==> src/hdl/gsd_pkg.sv <==
`default_nettype none

package gsd_pkg;

	localparam int RATE_W = 16;
	localparam int MAG_W  = 16;
	localparam int SQ_W   = 32;
	localparam int AVG_W  = 32;
	localparam int CNT_W  = 16;
	localparam int IDX_W  = 32;
	localparam int WARM_W = 4;

	localparam int IN_W  = 3 * RATE_W;
	localparam int OUT_W = AVG_W + CNT_W + IDX_W;

	// averages stay zero until this many samples have gone by
	localparam logic [WARM_W-1:0] WARM_DONE = 4'd11;
	localparam logic [AVG_W-1:0]  THR_RESET = 32'd2;

	typedef struct packed {
		logic             done;
		logic [MAG_W-1:0] mag;
	} mag_rsp_t;

	typedef struct packed {
		logic             done;
		logic [AVG_W-1:0] quot;
	} div_rsp_t;

endpackage

`default_nettype wire

==> src/hdl/gsd_mag.sv <==
`default_nettype none

module gsd_mag import gsd_pkg::*; (
	input  wire logic                     clk,
	input  wire logic                     arst_n,
	input  wire logic                     start,
	input  wire logic signed [RATE_W-1:0] rate_x,
	input  wire logic signed [RATE_W-1:0] rate_y,
	input  wire logic signed [RATE_W-1:0] rate_z,
	output mag_rsp_t                      rsp
);

	typedef enum logic [1:0] {
		P_IDLE,
		P_SQ,
		P_ROOT
	} phase_t;

	localparam logic [1:0] SQ_LAST   = 2'd2;
	localparam logic [3:0] ROOT_LAST = 4'(MAG_W - 1);

	phase_t                     phase_q;
	logic [1:0]                 sq_cnt_q;
	logic [3:0]                 k_q;
	logic signed [RATE_W-1:0]   ax_q, ay_q, az_q;
	logic [SQ_W-1:0]            n_q;
	logic [SQ_W-1:0]            root_q;
	logic                       done_q;

	logic signed [RATE_W-1:0]   op;
	logic signed [2*RATE_W-1:0] prod;
	logic [SQ_W-1:0]            bitv;
	logic [SQ_W-1:0]            trial;
	logic                       take;

	always_comb begin
		unique case (sq_cnt_q)
			2'd0:    op = ax_q;
			2'd1:    op = ay_q;
			default: op = az_q;
		endcase
	end

	assign prod  = op * op;
	// digit-by-digit root, one result bit per cycle
	assign bitv  = SQ_W'(1) << {k_q, 1'b0};
	assign trial = root_q + bitv;
	assign take  = (n_q >= trial);

	always_ff @(posedge clk or negedge arst_n) begin
		if (!arst_n) begin
			phase_q  <= P_IDLE;
			sq_cnt_q <= '0;
			k_q      <= '0;
			done_q   <= 1'b0;
		end else begin
			done_q <= 1'b0;
			unique case (phase_q)
				P_IDLE: begin
					if (start) begin
						ax_q     <= rate_x;
						ay_q     <= rate_y;
						az_q     <= rate_z;
						n_q      <= '0;
						sq_cnt_q <= '0;
						phase_q  <= P_SQ;
					end
				end
				P_SQ: begin
					n_q      <= n_q + SQ_W'($unsigned(prod));
					sq_cnt_q <= sq_cnt_q + 2'd1;
					if (sq_cnt_q == SQ_LAST) begin
						root_q  <= '0;
						k_q     <= ROOT_LAST;
						phase_q <= P_ROOT;
					end
				end
				P_ROOT: begin
					if (take) begin
						n_q    <= n_q - trial;
						root_q <= (root_q >> 1) + bitv;
					end else begin
						root_q <= root_q >> 1;
					end
					if (k_q == '0) begin
						done_q  <= 1'b1;
						phase_q <= P_IDLE;
					end else begin
						k_q <= k_q - 4'd1;
					end
				end
				default: phase_q <= P_IDLE;
			endcase
		end
	end

	assign rsp.done = done_q;
	assign rsp.mag  = root_q[MAG_W-1:0];

endmodule

`default_nettype wire

==> src/hdl/gsd_div.sv <==
`default_nettype none

module gsd_div import gsd_pkg::*; #(
	parameter int WINDOW = 10
) (
	input  wire logic                                clk,
	input  wire logic                                arst_n,
	input  wire logic                                go,
	input  wire logic [AVG_W+$clog2(WINDOW)-1:0]     sum,
	output div_rsp_t                                 rsp
);

	localparam int SW   = $clog2(WINDOW);
	localparam int NW   = AVG_W + SW;
	localparam int SH   = NW + SW;
	localparam int MW   = NW + 1;
	localparam int DW   = 16;
	localparam int NCH  = (NW + DW - 1) / DW;
	localparam int PADW = NCH * DW;
	localparam int PW   = DW + MW;
	localparam int AW   = PADW + MW;
	localparam int CW   = $clog2(NCH + 1);
	localparam logic [63:0]   RECIP_FULL =
		((64'd1 << SH) + 64'(WINDOW) - 64'd1) / 64'(WINDOW);
	localparam logic [MW-1:0] RECIP    = RECIP_FULL[MW-1:0];
	localparam logic [CW-1:0] CNT_LAST = CW'(NCH);

	logic            busy_q;
	logic            done_q;
	logic [CW-1:0]   cnt_q;
	logic [PADW-1:0] sum_q;
	logic [PW-1:0]   prod_q;
	logic [AW-1:0]   acc_q;

	logic [PW-1:0]   prod;

	// multiply by the rounded-up reciprocal of the window length, one 16-bit
	// digit of the sum a cycle from the top, then keep the high part
	assign prod = PW'(sum_q[PADW-1 -: DW]) * PW'(RECIP);

	always_ff @(posedge clk or negedge arst_n) begin
		if (!arst_n) begin
			busy_q <= 1'b0;
			done_q <= 1'b0;
			cnt_q  <= '0;
		end else begin
			done_q <= 1'b0;
			if (go) begin
				busy_q <= 1'b1;
				cnt_q  <= '0;
				sum_q  <= PADW'(sum);
				prod_q <= '0;
				acc_q  <= '0;
			end else if (busy_q) begin
				prod_q <= prod;
				sum_q  <= sum_q << DW;
				acc_q  <= (acc_q << DW) + AW'(prod_q);
				cnt_q  <= cnt_q + CW'(1);
				if (cnt_q == CNT_LAST) begin
					busy_q <= 1'b0;
					done_q <= 1'b1;
				end
			end
		end
	end

	assign rsp.done = done_q;
	assign rsp.quot = acc_q[SH +: AVG_W];

endmodule

`default_nettype wire

==> src/hdl/gyro_step_detector_top.sv <==
// gyro step detector
// s_axis carries one gyro sample per request: rate_x, rate_y, rate_z as
// signed 16-bit counts. m_axis returns one result per sample: the moving
// average of squared magnitude changes, the step count, the index of the
// latest step, and step_now in tuser. cfg_valid/cfg_data write the gait
// threshold (reset value 2); cfg_ready is always high and writes belong
// to idle periods.
// one sample is handled at a time; its work runs through the 16-step square
// root and the four-step reciprocal multiply by the window length. the
// window of squares sits in a single-port memory read once and written
// once.
// s_axis_tready falls on acceptance and rises when the result is loaded.
// the output register holds a result while the receiver stalls; the next
// sample is taken and worked on meanwhile and waits only at loading.
// reset clears the window (valid bits), averages and counters, and sets the threshold back to 2.
`default_nettype none

module gyro_step_detector_top import gsd_pkg::*; #(
	parameter int WINDOW = 10
) (
	input  wire logic              clk,
	input  wire logic              arst_n,
	input  wire logic              s_axis_tvalid,
	output logic                   s_axis_tready,
	input  wire logic [IN_W-1:0]   s_axis_tdata,  // rate_x, rate_y, rate_z
	output logic                   m_axis_tvalid,
	input  wire logic              m_axis_tready,
	output logic [OUT_W-1:0]       m_axis_tdata,  // energy_average, step_count, last_step_sample
	output logic [0:0]             m_axis_tuser,  // step_now
	input  wire logic              cfg_valid,
	output logic                   cfg_ready,
	input  wire logic [AVG_W-1:0]  cfg_data
);

	localparam int SLOT_W = $clog2(WINDOW);
	localparam int SUM_W  = AVG_W + SLOT_W;
	localparam logic [SLOT_W-1:0] SLOT_LAST = SLOT_W'(WINDOW - 1);

	typedef enum logic [2:0] {
		ST_IDLE,
		ST_MAG,
		ST_SQ,
		ST_WR,
		ST_DIV,
		ST_CMT
	} state_t;

	state_t            state_q;
	logic [AVG_W-1:0]  thr_q;
	logic [MAG_W-1:0]  prev_mag_q;
	logic [MAG_W-1:0]  mag_q;
	logic [SQ_W-1:0]   sq_q;
	logic [SUM_W-1:0]  sum_q;
	logic              div_go_q;
	logic [AVG_W-1:0]  avg_q;
	logic [AVG_W-1:0]  back1_q, back2_q;
	logic [IDX_W-1:0]  idx_q;
	logic [SLOT_W-1:0] slot_q;
	logic [WARM_W-1:0] warm_q;
	logic [CNT_W-1:0]  steps_q;
	logic [IDX_W-1:0]  last_q;
	logic              m_valid_q;
	logic [OUT_W-1:0]  m_data_q;
	logic              m_user_q;

	logic [SQ_W-1:0]   win_mem [WINDOW];
	logic [WINDOW-1:0] win_vld_q;
	logic [SQ_W-1:0]   rd_s1;
	logic              rd_vld_s1;

	mag_rsp_t          mag_rsp;
	div_rsp_t          div_rsp;

	logic              in_acc;
	logic              can_cmt;
	logic              m_load;
	logic [MAG_W:0]    diff;
	logic [MAG_W-1:0]  absdiff;
	logic [SQ_W-1:0]   old_sq;
	logic [SUM_W-1:0]  sum_nxt;
	logic              step;
	logic [CNT_W-1:0]  steps_nxt;
	logic [IDX_W-1:0]  last_nxt;

	assign in_acc        = s_axis_tvalid & s_axis_tready;
	assign s_axis_tready = (state_q == ST_IDLE);
	assign cfg_ready     = 1'b1;
	assign can_cmt       = !m_valid_q || m_axis_tready;
	assign m_load        = (state_q == ST_CMT) && can_cmt;

	gsd_mag u_mag (
		.clk    (clk),
		.arst_n (arst_n),
		.start  (in_acc),
		.rate_x (signed'(s_axis_tdata[RATE_W-1:0])),
		.rate_y (signed'(s_axis_tdata[2*RATE_W-1:RATE_W])),
		.rate_z (signed'(s_axis_tdata[3*RATE_W-1:2*RATE_W])),
		.rsp    (mag_rsp)
	);

	gsd_div #(
		.WINDOW (WINDOW)
	) u_div (
		.clk    (clk),
		.arst_n (arst_n),
		.go     (div_go_q),
		.sum    (sum_q),
		.rsp    (div_rsp)
	);

	assign diff    = {1'b0, mag_q} - {1'b0, prev_mag_q};
	assign absdiff = diff[MAG_W] ? MAG_W'(-diff) : diff[MAG_W-1:0];
	// unwritten slots read as zero
	assign old_sq  = rd_vld_s1 ? rd_s1 : '0;
	// running window sum: drop the old square of this slot, add the new one
	assign sum_nxt = sum_q - SUM_W'(old_sq) + SUM_W'(sq_q);

	assign step      = (avg_q >= thr_q) && (avg_q > back1_q) && (avg_q > back2_q);
	assign steps_nxt = (step && steps_q != '1) ? steps_q + CNT_W'(1) : steps_q;
	assign last_nxt  = step ? idx_q : last_q;

	// window memory
	always_ff @(posedge clk) begin
		if (state_q == ST_WR)
			win_mem[slot_q] <= sq_q;
		if (in_acc)
			rd_s1 <= win_mem[slot_q];
	end

	always_ff @(posedge clk or negedge arst_n) begin
		if (!arst_n) begin
			state_q    <= ST_IDLE;
			thr_q      <= THR_RESET;
			prev_mag_q <= '0;
			sum_q      <= '0;
			div_go_q   <= 1'b0;
			back1_q    <= '0;
			back2_q    <= '0;
			idx_q      <= '0;
			slot_q     <= '0;
			warm_q     <= '0;
			steps_q    <= '0;
			last_q     <= '0;
			win_vld_q  <= '0;
			rd_vld_s1  <= 1'b0;
			m_valid_q  <= 1'b0;
		end else begin
			div_go_q <= 1'b0;
			if (cfg_valid)
				thr_q <= cfg_data;
			if (m_valid_q && m_axis_tready && !m_load)
				m_valid_q <= 1'b0;
			unique case (state_q)
				ST_IDLE: begin
					if (in_acc) begin
						rd_vld_s1 <= win_vld_q[slot_q];
						state_q   <= ST_MAG;
					end
				end
				ST_MAG: begin
					if (mag_rsp.done) begin
						mag_q     <= mag_rsp.mag;
						state_q   <= ST_SQ;
					end
				end
				ST_SQ: begin
					state_q   <= ST_WR;
				end
				ST_WR: begin
					win_vld_q[slot_q] <= 1'b1;
					sum_q             <= sum_nxt;
					div_go_q          <= 1'b1;
					state_q           <= ST_DIV;
				end
				ST_DIV: begin
					if (div_rsp.done) begin
						avg_q   <= (warm_q == WARM_DONE) ? div_rsp.quot : '0;
						state_q <= ST_CMT;
					end
				end
				ST_CMT: begin
					if (m_load) begin
						m_valid_q  <= 1'b1;
						m_data_q   <= {last_nxt, steps_nxt, avg_q};
						m_user_q   <= step;
						steps_q    <= steps_nxt;
						last_q     <= last_nxt;
						back2_q    <= back1_q;
						back1_q    <= avg_q;
						prev_mag_q <= mag_q;
						if (warm_q != WARM_DONE)
							warm_q <= warm_q + WARM_W'(1);
						idx_q <= idx_q + IDX_W'(1);
						// slot follows the index modulo the window, also across index wrap
						if (idx_q == '1 || slot_q == SLOT_LAST)
							slot_q <= '0;
						else
							slot_q <= slot_q + SLOT_W'(1);
						state_q <= ST_IDLE;
					end
				end
				default: state_q <= ST_IDLE;
			endcase
		end
	end

	// square of the magnitude change, registered after the multiplier
	always_ff @(posedge clk) begin
		if (state_q == ST_SQ)
			sq_q <= SQ_W'(absdiff) * SQ_W'(absdiff);
	end

	assign m_axis_tvalid = m_valid_q;
	assign m_axis_tdata  = m_data_q;
	assign m_axis_tuser  = m_user_q;

endmodule

`default_nettype wire

==> config.mk <==
export PLATFORM = sky130hd
export DESIGN_NAME = gyro_step_detector_top
export DESIGN_NICKNAME = d
export VERILOG_FILES = /design/src/hdl/gsd_pkg.sv /design/src/hdl/gsd_mag.sv /design/src/hdl/gsd_div.sv /design/src/hdl/gyro_step_detector_top.sv
export SDC_FILE = /design/constraint.sdc
export NUM_CORES = 2
export LEC_CHECK = 0
export ABC_CLOCK_PERIOD_IN_PS = 13400
export CAP_MARGIN = 10
export CORE_UTILIZATION = 67
export CTS_BUF_LIST = sky130_fd_sc_hd__clkbuf_8
export DETAILED_ROUTE_END_ITERATION = 16
export DONT_BUFFER_PORTS = 1
export PLACE_DENSITY = 0.83
export SLEW_MARGIN = 5
export SYNTH_ARGS = -nofsm -noshare
export SYNTH_HDL_FRONTEND = slang
export SYNTH_HIERARCHICAL = 1
export SYNTH_SLANG_ARGS = --single-unit
==> constraint.sdc <==
create_clock -name clk -period 13.4 [get_ports clk]
set_input_delay 2.68 -clock clk [delete_from_list [all_inputs] [get_ports clk]]
set_output_delay 2.68 -clock clk [all_outputs]
set_load 0.1 [all_outputs]
==> results.toml <==
[yosys]
synth_edf_count = 786
synth_seq_area_share = 0.4007
synthCells = 6863
avgSynthCellArea_sq_um = 10.99
synth-seq-cells = 1051
synth_area_leaders = "edfxtp_1 31%, fa_1 14%, ha_1 10%"
async_reset_ff_frac = 0.2521
synth.largest_area_cell = "edfxtp_1"
netlist.area_leader.share = 0.3128
synth_warnings = 6
syn_area_sq_um = 75450
ys.flop_type = "edfxtp_1"
synth.distinct_cells = 100
synth_nets = 8102
synth.most_common_cell = "inv_1"
synth_common_cells = "1,038 x inv_1, 786 x edfxtp_1, 610 x ha_1"

[drt]
wl_um = 174000
antenna_left = 0
drtIter0Drc = 4585
wire_per_inst_um = 20.60
vias_per_cell = 6.032
drc = 0
num_vias = 50961
dr.pass1.iters = 6

[critical_path]
crit_path_top_delay_cell = "xor2_1"
crit_family = "adder cells"
start_kind = "flip-flop"
slowest_delay_ns = 0.72
crit_path_end_kind = "flip-flop"
critPathKind = "reg2reg"
crit_arrival_ns = 10.95
ff2ff_path_depth = 34
rrSetupSlack_ns = 3.07
worst_path_most_repeated_cell = "fa_1"
timing.critical_path.buf_inv = 6
cp_data_required_time_ns = 14.02
r2r_end = "sq_q[31]$_DFFE_PP_"
crit_fanout = 15
rr_startpoint = "prev_mag_q[0]$_DFFE_PN0P_"

[global_route]
grt_antenna_before_repair = 6
grt_pass1_vias = 52536
grt_use_met3 = 0.04944
grt_pass1_wl_um = 278300
overflow = 0
use_met2 = 0.5259
grt_use_total = 0.3124
grt.busiest_layer = "met2"
grt_max_degree = 410
met1_usage = 0.3978

[floorplanning]
io_pins = 169
die_h_um = 337.6
rows = 122
fp.dieW_um = 337.6
fp.coreArea_sq_um = 111100
start_util = 0.6790
dieArea_sq_um = 114000

[clocking]
post_cts_buffers = 0
tritoncts = "yes"
cts_hold_buffers = 0
cts_sinks = 1051
cts.clk_slew.worst_paths_ns = 0.07
ctsResizeCount = 0
root_buffer = "clkbuf_8"
clockBufferDepth = 3
ctsHtreeMaxLevel = 4
clkLatencyLatePin_ns = 0.88
cts_buffers = 172

[layout]
nets = 8056
syn2layout_area_growth_pct = 5.975
drive_gt1_frac = 0.07490
final_area_sq_um = 79960

[timing]
fin_crit_sh = 0.7707
slew_headroom = 0.2176
fin_tns_setup_ns = 0
max_freq_mhz = 96.83
finClkSkew_ns = 0.05473
finalCriticalPeriod_ns = 10.33
drv_slew = 0
hold_viol_final = 0
setup_violations = 0
worstMarginPinSlew_ns = 1.164
grt_setup_unrepaired = "no"

[power_and_ir_drop]
pwr-share-comb = 0.248
switching_share = 0.3153
internal-power_w = 0.005746
seqPwrFrac = 0.421
power.density_nw_per_um2 = 104.9
net-switching-power_w = 0.002646
ir_drop_mv = 0.1422
leakage_nw = 36.08
p_clk_frac = 0.330

[min_path]
min_from = "avg_q[0]$_SDFFCE_PP0P_"
hold_end = "m_axis_tdata[0]$_DFFE_PP_"
whs_path_depth = 0
worst_hold_path_type = "reg2reg"

[run]
drv_cap = 0

[outcome]
status = "completed"

[place]
io_buffers = 0
gp_congestion = 0.9430
dp.final_hpwl_um = 125900
placed_area_sq_um = 76570
==> per-layer routing <==
metal,part of all wire,vias to the layer above
li1,-,23309
met1,0.40,25201
met2,0.49,1990
met3,0.068,455
met4,0.044,6
met5,0.00024,-
==> worst reg2reg max path, delay by kind of cell (launching register included) <==
family | cells | cell delay (ns)
AO/OA/AOI/OAI | 13 | 3.16
XOR/XNOR | 1 | 0.72
buffers and inverters | 6 | 0.83
flip-flops | 1 | 0.39
adder cells (fa/ha/maj) | 9 | 3.53
AND/OR/NAND/NOR | 5 | 1.46
==> final cells by class <==
type | count | area [sq um]
Antenna cell | 4 | 10.01
Clock buffer | 182 | 2505
Clock inverter | 131 | 872.1
Fill cell | 7610 | 31170
Inverter | 1050 | 3941
Multi-Input combinational cell | 4494 | 40140
Sequential cell | 1051 | 30250
Tap cell | 1488 | 1862
Timing Repair Buffer | 48 | 380.4
==> flip-flops by register name, indices dropped and copies added (netlist names), 32 cells and up <==
| name | cells |
|---|---|
| back1_q | 32 |
| last_q | 32 |
| thr_q | 32 |
| idx_q | 32 |
| back2_q | 32 |
| m_axis_tdata | 80 |
| sum_q | 36 |
| u_mag/n_q | 32 |
| u_div/prod_q | 53 |
| u_div/acc_q | 72 |
| u_mag/root_q | 32 |
| u_div/sum_q | 48 |
| avg_q | 32 |
| win_mem | 310 |
==> worst max path at each step <==
stage                          to  slack [ns]                 startpoint  depth (start not counted)
2_1_floorplan  sq_q[31]$_DFFE_PP_        4.35         mag_q[0]$_DFFE_PP_                         35
5_1_grt        sq_q[31]$_DFFE_PP_        2.57  prev_mag_q[0]$_DFFE_PN0P_                         34
3_5_place_dp   sq_q[31]$_DFFE_PP_        3.22  prev_mag_q[0]$_DFFE_PN0P_                         34
6_report       sq_q[31]$_DFFE_PP_        3.07  prev_mag_q[0]$_DFFE_PN0P_                         34
3_3_place_gp   sq_q[31]$_DFFE_PP_        3.55         mag_q[0]$_DFFE_PP_                         34
4_1_cts        sq_q[31]$_DFFE_PP_        3.22  prev_mag_q[0]$_DFFE_PN0P_                         34
==> layout by cell type (no fill, tap or decap), types with 38 or more instances in the layout <==
cell type | Yosys | final
nor3_1 | 43 | 41
a21o_1 | 180 | 180
mux4_2 | 64 | 64
nor2_1 | 431 | 425
nand3_1 | 79 | 78
xnor2_1 | 178 | 178
nand4_1 | 67 | 67
buf_4 | 53 | 47
nand2b_1 | 47 | 47
mux2i_1 | 110 | 110
ha_1 | 610 | 610
edfxtp_1 | 786 | 786
clkbuf_8 | 0 | 182
and3_1 | 60 | 58
inv_1 | 1038 | 1102
o21ai_0 | 315 | 315
and2_1 | 120 | 110
nor2b_1 | 88 | 86
a211oi_1 | 79 | 79
a22o_1 | 38 | 38
mux2_2 | 71 | 71
dfrtp_1 | 264 | 258
fa_1 | 544 | 544
o21bai_1 | 41 | 41
xor2_1 | 171 | 171
a31oi_1 | 52 | 52
a21oi_1 | 268 | 266
nand2_1 | 513 | 513
==> cells by family after synthesis <==
| family | after synthesis | share of synthesized area |
|---|---|---|
| other | 1 | 0.00004970 |
| AO/OA/AOI/OAI | 1193 | 0.1032 |
| buffers and inverters | 1318 | 0.06875 |
| XOR/XNOR | 351 | 0.04094 |
| flip-flops | 1051 | 0.4007 |
| adder cells (fa/ha/maj) | 1154 | 0.2455 |
| multiplexers | 245 | 0.04429 |
| AND/OR/NAND/NOR | 1550 | 0.09658 |
==> power by group through the flow <==
stage | combinational (W) | clock (W) | sequential (W)
after global placement | 0.00200 | 0 | 0.00360
after floorplan | 0.00164 | 0 | 0.00359
after detailed placement | 0.00204 | 0 | 0.00360
after global routing | 0.00234 | 0.00296 | 0.00354
after CTS | 0.00207 | 0.00282 | 0.00353
final | 0.00208 | 0.00277 | 0.00353
==> metrics by stage <==
step           setup WS, ns  hold slack, ns    util  total power [W]  instances
2_1_floorplan         4.350          0.4264       -         0.005229       6863
3_3_place_gp          3.552          0.4392  0.6891         0.005593       8131
3_5_place_dp          3.225          0.4432  0.6891         0.005642       8131
4_1_cts               3.219          0.4654  0.7194         0.008416       8444
5_1_grt               2.571          0.4754  0.7195         0.008833       8447
6_report              3.072          0.4636  0.7195         0.008391       8448
Note: power is estimated with default switching activity, not from simulation.
